**src/sv/ttb_pkg.sv**
```systemverilog
// ----------------------------------------------------------------------------
// ttb_pkg : shared types and constants for the tangent basis block
// holds the fixed output format, the vertex phases of the front and the solver states of the back
// ----------------------------------------------------------------------------
package ttb_pkg;

    localparam int FRAC_BITS = 12;
    localparam int OUT_W     = 32;

    typedef enum logic [1:0] {
        PH_V0 = 2'd0,
        PH_V1 = 2'd1,
        PH_V2 = 2'd2
    } t_phase;

    typedef enum logic [2:0] {
        BK_IDLE = 3'd0,
        BK_MUL  = 3'd1,
        BK_SUM  = 3'd2,
        BK_DIV  = 3'd3,
        BK_SEND = 3'd4
    } t_bk_state;

endpackage

```
**src/sv/ttb_queue.sv**
```systemverilog
// ----------------------------------------------------------------------------
// ttb_queue : two-entry queue between front and back
// carries the deltas of one triangle per entry
// ----------------------------------------------------------------------------
module ttb_queue
    import ttb_pkg::*;
#(
    parameter int WIDTH = 8
) (
    input  logic             i_clk,
    input  logic             i_rst_n,
    input  logic             i_push,
    input  logic [WIDTH-1:0] i_data,
    output logic             o_full,
    input  logic             i_pop,
    output logic             o_valid,
    output logic [WIDTH-1:0] o_data
);
    logic [WIDTH-1:0] r_mem [2];
    logic             r_wp, r_rp;
    logic [1:0]       r_cnt;

    assign o_full  = (r_cnt == 2'd2);
    assign o_valid = (r_cnt != 2'd0);
    assign o_data  = r_mem[r_rp];

    always_ff @(posedge i_clk) begin
        if (!i_rst_n) begin
            r_wp  <= 1'b0;
            r_rp  <= 1'b0;
            r_cnt <= 2'd0;
        end else begin
            if (i_push) r_wp <= ~r_wp;
            if (i_pop) r_rp <= ~r_rp;
            r_cnt <= r_cnt + {1'b0, i_push} - {1'b0, i_pop};
        end
        if (i_push) r_mem[r_wp] <= i_data;
    end
endmodule

```
**config.mk**
```make
export PLATFORM = sky130hd
export DESIGN_NAME = ttb_queue
export DESIGN_NICKNAME = d
export VERILOG_FILES = /design/src/sv/ttb_pkg.sv /design/src/sv/ttb_queue.sv
export SDC_FILE = /design/constraint.sdc
export NUM_CORES = 1
export LEC_CHECK = 0
export ABC_AREA = 1
export BUFFER_PORTS_ARGS = -buffer_cell sky130_fd_sc_hd__buf_2
export CAP_MARGIN = 20
export CORE_AREA = 2 2 56 58
export DETAILED_ROUTE_END_ITERATION = 12
export DIE_AREA = 0 0 58 60
export PLACE_DENSITY_LB_ADDON = 0.05
export SETUP_SLACK_MARGIN = 0.02
export SYNTH_ARGS = -nofsm -noshare
export SYNTH_HDL_FRONTEND = slang
export SYNTH_SLANG_ARGS = --single-unit
```
**constraint.sdc**
```tcl
create_clock -name i_clk -period 1.5 [get_ports i_clk]
set_input_delay 0.075 -clock i_clk [delete_from_list [all_inputs] [get_ports i_clk]]
set_output_delay 0.075 -clock i_clk [all_outputs]
set_load 0.005 [all_outputs]
```
==> reports/metrics.cfg <==
[outcome]
status=completed

[power_and_ir_drop]
power_w=0.00112
p_leak_nw=0.491
pwr-share-clk_pct=23.4
p_seq_share_pct=60.6
p_comb_share_pct=16.0
switchingPower_w=0.000248
swShare_pct=22.2
pwr_density_cell_nw_per_um2=1020
irDropWorstVdd_uv=439
intPower_w=0.000868

[floorplanning]
die_y_um=60
dieWidth_um=58
num_io_pins=22
initial_core_util_pct=28.8
row_count=20
dieArea_um2=3480
fp.coreArea_um2=2900

[yosys]
synth_top_family_by_area=multiplexers
synthAdderAreaFrac_pct=2.99
synth-compound-area-share_pct=0.598
syn_inst=58
yosys-top-cells-count=16 x edfxtp_1, 9 x nand2_1, 8 x mux2_4, 8 x nor2_1, 7 x inv_1
ys_seq_area_share_pct=69.4
synth_top_area_share_pct=57.4
synth.area.top_cells=edfxtp_1 57%, mux2_4 14%, dfxtp_1 12%, nand2_1 4.0%, nor2_1 3.6%
ys_seq_elements=21
synth_flop_cell=edfxtp_1
synthMuxAreaShare_pct=14.3
yosys.area.top_type=edfxtp_1
syn_avg_cell_area_um2=14.4
synthesis.area_um2=837
synth-simple-area-share_pct=8.22
ys.warnings.count=0
ys_types=10
yosysMostFrequentCell=edfxtp_1
synth_edf_count=16
async_flop_share_pct=0
synth_nets=72
synthXorXnorAreaFrac_pct=0

[clock_network]
root_buffer=clkbuf_4
clock_latency_ps=290
cts-resized-gates=0
cts_tree=yes
cts_made_buffers=3
clk_pin_slew_worst_paths_ps=110
clockBufferDepth=2
clock-sinks=21
htree_levels=1

[drt]
routed_via_density=4.17
wl_per_cell_um=10.3
drtIter0Drc=8
drc_errors=0
vias=521
wl_um=1290
drtAntennaViolNets=0
dr.pass1.iters=2

[setup_path]
cp-end-kind=primary output
cp.arrival_ps=1260
cp-start-kind=flip-flop
critPathMaxFanout=8
crit_type=reg -> out
required_ps=1420

[timing]
postLayoutSetupSlackWorst_ps=162
finalHoldViolations=0
setup_viol=0
maxSlewViolCount=0
finalClockSkew_ps=2.15
rsz0062_at_grt=false
relSlewSlack_pct=76.6
final.setup.tns_ps=0
fmax_mhz=748
worst_slew_pin_slew_ps=350
post-route-period-util_pct=89.2
fin_crit_ps=1340

[job]
drv_cap=0

[place]
port_buffers=21
dpl.hpwl_um=919
dp_slack_ps=261
gp_routability_congestion=0.585

[global_routing]
grt_usage_pct=8.89
overflow=0
grt_max_degree=12
first_global_vias=498
grt_pass1_wl_um=2170
antenna_found_initial=0

[final_layout]
num_antenna_cells=0
final_nets=107
area_growth_pct=30.6
nFillCells=303
drive_gt1_share_pct=37.0
final_core_util_pct=37.7

[hold_path]
hold_path.class=in -> reg

[area by class of cell]
class / count / area, um2 / area share, %
repair buffers: 31 / 200 / 18.3
multi-input cells: 29 / 219 / 20.0
well taps: 33 / 41.3 / 3.78
inverters: 7 / 26.3 / 2.40
clock buffers: 4 / 26.3 / 2.40
flip-flops and latches: 21 / 581 / 53.1
[placed cells by master, fill, tap and decap left out, drive strengths merged]
cell,netlist,layout
a21oi,1,1
buf,1,23
edfxtp,16,16
mux2,8,8
ha,2,2
nor2,8,8
nand2,9,9
dlygate4sd3,0,8
dfxtp,5,5
nand3,1,1
clkbuf,0,4
inv,7,7
[critical path, stage by stage (launching register included)]
cell,delay [ps]
dfxtp_1,330
buf_4,200
mux2_4,320
buf_2,130
[flip-flops by register name (all words and copies together) (netlist names), named ones only]
signal  count
r_rp        1
r_cnt       2
r_mem      16
r_wp        1
[metrics by stage]
stage / cell area [um2] / std cells / hold slack [ps]
final: 1090 / 125 / 18.9
after global placement: 987 / 113 / 262
after global routing: 1090 / 125 / 32.8
after CTS: 1090 / 125 / 6.16
after floorplan: 837 / 58 / 168
after detailed placement: 987 / 113 / 266
[cells by family after synthesis]
kind of cell	after synthesis
AND/OR/NAND/NOR	18
AO/OA/AOI/OAI	1
adder cells (fa/ha/maj)	2
flip-flops	21
multiplexers	8
buffers and inverters	8
[final timing paths]
kind                                start   endpoint  slack, ps  cells after the start
worst max register to register   r_cnt[0]   r_cnt[1]        250                      8
worst max-delay path            flip-flop  o_data[1]        160                      3
worst min-delay path              i_rst_n   r_cnt[0]         20                      3
worst min register to register       r_rp  flip-flop        510                      2
[layer usage]
metal	track usage [%]	vias to the layer above	wire length, um
li1	-	265	-
met1	10.3	241	602
met2	14.8	13	598
met3	1.95	2	68
met4	5.98	0	18
met5	0	-	0
[power groups by stage]
stage / combinational (W) / sequential, W / clock, W
6_report: 0.000179 / 0.000677 / 0.000261
3_3_place_gp: 0.000164 / 0.000689 / 0
4_1_cts: 0.000184 / 0.000677 / 0.000284
3_5_place_dp: 0.000167 / 0.000691 / 0
5_1_grt: 0.000205 / 0.000681 / 0.000294
2_1_floorplan: 0.000102 / 0.000689 / 0
[repair_timing]
action | 4_1_cts | 5_1_grt
setup buffers | 0 | 0
setup endpoints to repair | 0 | 0
endpoints found under the hold margin | 16 | 0
hold buffers | 8 | 0
Note: power is estimated with default switching activity, not from simulation.
