`src/sv/ttb_pkg.sv`:
```
// ----------------------------------------------------------------------------
// ttb_pkg : shared types and constants for the tangent basis block
// holds the fixed output format, the vertex phases of the front and the solver states of the back
// ----------------------------------------------------------------------------
package ttb_pkg;

    localparam int FRAC_BITS = 12;
    localparam int OUT_W     = 32;

    typedef enum logic [1:0] {
        PH_V0 = 2'd0,
        PH_V1 = 2'd1,
        PH_V2 = 2'd2
    } t_phase;

    typedef enum logic [2:0] {
        BK_IDLE = 3'd0,
        BK_MUL  = 3'd1,
        BK_SUM  = 3'd2,
        BK_DIV  = 3'd3,
        BK_SEND = 3'd4
    } t_bk_state;

endpackage

```
`src/sv/ttb_front.sv`:
```
// ----------------------------------------------------------------------------
// ttb_front : vertex collector
// holds the first two vertices and forms the deltas on the third
// ----------------------------------------------------------------------------
module ttb_front
    import ttb_pkg::*;
#(
    parameter int PW = 24,
    parameter int UW = 16
) (
    input  logic                i_clk,
    input  logic                i_rst_n,
    input  logic                i_valid,
    output logic                o_ready,
    input  logic signed [PW-1:0] i_px, i_py, i_pz,
    input  logic signed [UW-1:0] i_u, i_v,
    input  logic                i_q_full,
    output logic                o_push,
    output logic [3*2*(PW+1)+4*(UW+1)-1:0] o_data
);
    logic signed [PW-1:0] r_p0 [3];
    logic signed [PW-1:0] r_p1 [3];
    logic signed [UW-1:0] r_uv0 [2];
    logic signed [UW-1:0] r_uv1 [2];
    t_phase               r_ph;
    logic                 acc;
    logic signed [PW:0]   d1x, d1y, d1z, d2x, d2y, d2z;
    logic signed [UW:0]   du1, dv1, du2, dv2;

    assign o_ready = !(r_ph == PH_V2 && i_q_full);
    assign acc     = i_valid && o_ready;
    assign o_push  = acc && (r_ph == PH_V2);

    assign d1x = {r_p1[0][PW-1], r_p1[0]} - {r_p0[0][PW-1], r_p0[0]};
    assign d1y = {r_p1[1][PW-1], r_p1[1]} - {r_p0[1][PW-1], r_p0[1]};
    assign d1z = {r_p1[2][PW-1], r_p1[2]} - {r_p0[2][PW-1], r_p0[2]};
    assign d2x = {i_px[PW-1], i_px} - {r_p0[0][PW-1], r_p0[0]};
    assign d2y = {i_py[PW-1], i_py} - {r_p0[1][PW-1], r_p0[1]};
    assign d2z = {i_pz[PW-1], i_pz} - {r_p0[2][PW-1], r_p0[2]};
    assign du1 = {r_uv1[0][UW-1], r_uv1[0]} - {r_uv0[0][UW-1], r_uv0[0]};
    assign dv1 = {r_uv1[1][UW-1], r_uv1[1]} - {r_uv0[1][UW-1], r_uv0[1]};
    assign du2 = {i_u[UW-1], i_u} - {r_uv0[0][UW-1], r_uv0[0]};
    assign dv2 = {i_v[UW-1], i_v} - {r_uv0[1][UW-1], r_uv0[1]};

    assign o_data = {dv2, du2, dv1, du1, d2z, d2y, d2x, d1z, d1y, d1x};

    always_ff @(posedge i_clk) begin
        if (!i_rst_n) begin
            r_ph <= PH_V0;
        end else if (acc) begin
            case (r_ph)
                PH_V0:   r_ph <= PH_V1;
                PH_V1:   r_ph <= PH_V2;
                default: r_ph <= PH_V0;
            endcase
        end
        if (acc && r_ph == PH_V0) begin
            r_p0[0] <= i_px; r_p0[1] <= i_py; r_p0[2] <= i_pz;
            r_uv0[0] <= i_u; r_uv0[1] <= i_v;
        end
        if (acc && r_ph == PH_V1) begin
            r_p1[0] <= i_px; r_p1[1] <= i_py; r_p1[2] <= i_pz;
            r_uv1[0] <= i_u; r_uv1[1] <= i_v;
        end
    end
endmodule

```
`config.mk`:
```
export PLATFORM = sky130hd
export DESIGN_NAME = ttb_front
export DESIGN_NICKNAME = d
export VERILOG_FILES = /design/src/sv/ttb_pkg.sv /design/src/sv/ttb_front.sv
export SDC_FILE = /design/constraint.sdc
export NUM_CORES = 1
export LEC_CHECK = 0
export BUFFER_PORTS_ARGS = -buffer_cell sky130_fd_sc_hd__buf_2
export CORE_MARGIN = 8
export CORE_UTILIZATION = 45
export CTS_BUF_LIST = sky130_fd_sc_hd__clkbuf_8
export DETAILED_ROUTE_END_ITERATION = 8
export GPL_TIMING_DRIVEN = 1
export HOLD_SLACK_MARGIN = 0.03
export MAX_ROUTING_LAYER = met4
export PLACE_DENSITY_LB_ADDON = 0.3
export RECOVER_POWER = 100
export SLEW_MARGIN = 20
export SYNTH_ARGS = -nofsm -noshare
export SYNTH_HDL_FRONTEND = slang
export SYNTH_SLANG_ARGS = --single-unit
export TNS_END_PERCENT = 20
```
`constraint.sdc`:
```
create_clock -name i_clk -period 25.6 [get_ports i_clk]
set_clock_uncertainty 0.05 [all_clocks]
set_input_delay 3.84 -clock i_clk [delete_from_list [all_inputs] [get_ports i_clk]]
set_output_delay 3.84 -clock i_clk [all_outputs]
set_load 0.02 [all_outputs]
```
==> impl_results.md <==
* Synth Instances at 1649
* Drt drc at 0
* Num CTS Buffers at 38
* Crit end category: primary output
* Wire per inst at 17.3 microns
* Area share of the largest cell type after synthesis at 0.381
* DP HPWL at 34900 microns
* Post-Route Setup TNS at 0 ps
* Worst-path fanout max at 6
* First-pass iteration count of the detailed router at 5
* Area contributors post-synth: edfxtp_1 (38%), ha_1 (16%), xnor2_1 (6.4%)
* Setup bufs post-CTS at 0
* Data required time of the worst path at 21710 ps
* Part of the power in registers at 0.350
* Slew of the pin with the lowest slew margin at 4110 ps
* Worst Path Arrival at 6540 ps
* Metal-1 WL at 18000 microns
* Post-Syn Nets at 1975
* PnR Total Power at 1.16 mW
* Fin crit share at 0.407
* Synthesized area per cell at 9.94 sq um
* Switching share of total power at 0.391
* Clock share of power at 0.251
* Initial drt markers at 465
* Area after DPL at 0.0186 sq mm
* Chip height at 207 microns
* CTS Hold Buffers Added at 0
* Design area at 0.0189 sq mm
* Die width at 207 microns
* Hold WC Path Type: reg -> reg
* Number of routed nets with antenna violations at 0
* Initial core utilization at 0.452
* Total GRT Usage at 0.202
* Slew Viols, Final at 216
* Seq/Total Area, Yosys at 0.383
* NetSw at 0.455 mW
* Comb pwr share at 0.399
* Initial antenna violation count at 4
* Setup violations, final at 0
* Seq cells post-synth at 210
* Met2 wire length at 21000 microns
* Site Rows at 70
* Via count at 13500
* Startpoint class of the critical path: input port
* Status: complete, but fails checks
* # resized after CTS at 0
* Max VDD drop at 0.0302 mV
* Final wirelength at 43400 microns
* Pwr Density at 61.8 mW/mm^2
* Total gr overflow at 0
* Fin. Hold Viols at 0
* Port Buf Inserts at 327
* Tmin final at 10430 ps
* Vias per inst at 5.38
* GP Congestion at 0.920
* Post-Syn Area at 0.0164 sq mm
* Area grow syn2layout at 15.0%
* H-tree levels at 2
* Largest net degree at the start of global routing at 67
* Worst-path cell chain: clkbuf_1 -> inv_1 -> ha_1 -> fa_1 -> nor2b_1 -> o21a_1 -> o21ai_0 -> a21oi_1 -> a2bb2oi_1 -> a21oi_1 -> o21ai_0 -> a31o_2 -> clkbuf_1
* Post-synth top area cell: edfxtp_1
* Global-route wire length before repair at 67700 microns
* Met3 routed WL at 2920 microns
* Total clock sinks at 210
* Max clock buf depth at 3
* Failing checks: max-capacitance violations, max-slew violations
* Vias in the first global route at 13600
* Setup CP Type: in -> out
* Max Clock Freq at 95.9 MHz
* Share of layout cells above drive strength 1 at 0.0447
* Critical path's slowest cell: a21oi_1
* Internal power at 0.710 mW
* Root buf cell: clkbuf_8
* Core region area at 0.0363 sq mm
* TritonCTS clock tree: yes
* Critical Path Max Stage Delay at 550 ps
* Fin nets at 2334
* Worst skew pair latency at 550 ps
* EDFF count, synth at 208
* Leakage power at 8.04 nW
* RSZ-0062 raised after global routing: no
* Uppermost layer routed: met4
* Async SR Flop Fraction at 0
* Max_cap viols at 4
* Max-slew headroom at -1.74
* Total die area at 0.0428 sq mm
* Yosys warns at 0
* I/O pin count at 328
* Worst-path clk slew at 50 ps
* Predominant post-synthesis flop cell: edfxtp_1
* Yosys cell types at 83
## layout by cell type (no fill, tap or decap), drive strengths merged, types with 4 or more instances in the layout
| master | Yosys | final |
|---|---|---|
| a211o | 7 | 7 |
| o41ai | 5 | 5 |
| and3 | 15 | 15 |
| nor4 | 4 | 4 |
| a31oi | 19 | 19 |
| o31a | 14 | 14 |
| o21ai | 85 | 85 |
| a21boi | 7 | 7 |
| fa | 10 | 10 |
| o211ai | 7 | 7 |
| xor2 | 44 | 44 |
| clkbuf | 10 | 345 |
| a2111oi | 6 | 6 |
| o31ai | 6 | 6 |
| nand2 | 83 | 83 |
| xnor2 | 120 | 120 |
| o21a | 40 | 40 |
| a221oi | 5 | 5 |
| o21bai | 9 | 9 |
| clkinv | 0 | 13 |
| nor3b | 5 | 5 |
| edfxtp | 208 | 208 |
| or3 | 7 | 7 |
| nand3 | 33 | 33 |
| diode | 0 | 4 |
| nand2b | 22 | 22 |
| nand4 | 15 | 15 |
| a21o | 70 | 70 |
| buf | 2 | 25 |
| or2 | 6 | 6 |
| o41a | 5 | 5 |
| a21oi | 166 | 166 |
| a211oi | 8 | 8 |
| ha | 208 | 208 |
| nor2b | 36 | 36 |
| nor3 | 30 | 30 |
| nor2 | 91 | 91 |
| inv | 184 | 197 |
| a31o | 4 | 4 |
| o2111ai | 5 | 5 |
## cell type report
| class | count | area (sq um) |
|---|---|---|
| well taps | 468 | 586 |
| multi-input cells | 1243 | 9310 |
| inverters | 184 | 691 |
| flip-flops and latches | 210 | 6290 |
| fillers | 3443 | 17400 |
| clock buffers | 39 | 537 |
| repair buffers | 331 | 1270 |
| clock inverters | 29 | 156 |
| diodes | 4 | 10.0 |
## cell usage after synthesis, types with 4 or more instances
cell	number
o21ai_1	14
a21oi_1	163
or2_2	6
ha_1	208
o211ai_1	6
nor3_1	29
or3_1	7
o21a_1	40
xor2_1	44
nand4_1	15
o21bai_1	9
o2111ai_1	4
nand3_1	33
nor2b_1	36
and3_1	14
a221oi_1	5
xnor2_1	120
a211o_1	7
edfxtp_1	208
fa_1	10
a31oi_1	18
nor3b_1	5
a211oi_1	7
o41ai_1	4
o31a_1	14
a21o_1	70
o31ai_1	6
clkbuf_1	10
nand2_1	83
o41a_1	5
inv_1	184
nand2b_1	22
a21boi_0	6
nor2_1	91
o21ai_0	71
## flip-flops by register name, summed over array words and instances, names as in the netlist
name,count
r_uv1,32
r_p1,72
r_p0,72
r_uv0,32
r_ph,2
## power groups by stage
| stage | sequential [mW] | combinational (mW) | clock (mW) |
|---|---|---|---|
| after CTS | 0.406 | 0.488 | 0.304 |
| final | 0.408 | 0.464 | 0.292 |
| after global placement | 0.413 | 0.479 | 0 |
| after global routing | 0.410 | 0.507 | 0.317 |
| after detailed placement | 0.413 | 0.486 | 0 |
| after floorplan | 0.416 | 0.332 | 0 |
## per-stage QoR
stage | instances | setup slack (ps) | hold slack (ps) | utilization
finish | 2508 | 15170 | 636 | 0.520
global route | 2508 | 14950 | 667 | 0.520
CTS | 2504 | 15220 | 645 | 0.532
detailed placement | 2436 | 15220 | 637 | 0.513
global placement | 2436 | 15280 | 623 | 0.513
floorplan | 1649 | 13480 | 565 | -
## routing by layer
metal / up-vias / global-route usage
met3: 96 / 0.0463
li1: 6780 / -
met5: - / -
met4: 0 / 0.0643
met1: 6262 / 0.226
met2: 365 / 0.356
## worst paths after layout
| kind | from | end | slack [ps] | depth (start not counted) |
|---|---|---|---|---|
| setup / recovery | i_px[0] | o_data[99] | 15170 | 13 |
| hold / removal | r_ph[0] | r_ph[0] | 640 | 2 |
| setup reg to reg | r_ph[1] | r_p0[0][54] | 19600 | 3 |
| hold reg to reg | r_ph[0] | r_ph[0] | 640 | 2 |
## critical path, delay by kind of cell
family	cells	cell delay, ps
AO/OA/AOI/OAI	7	1600
adder cells (fa/ha/maj)	2	620
buffers and inverters	3	350
AND/OR/NAND/NOR	1	140
## kinds of logic (layout without fill, tap and decap cells)
family / count (synthesis) / after routing / share of synthesized area
buffers and inverters: 196 / 583 / 0.0452
XOR/XNOR: 164 / 164 / 0.0876
AO/OA/AOI/OAI: 492 / 492 / 0.199
AND/OR/NAND/NOR: 369 / 369 / 0.113
flip-flops: 210 / 210 / 0.383
adder cells (fa/ha/maj): 218 / 218 / 0.171
other: 0 / 4 / 0
Power figures use the tool's default switching activity.
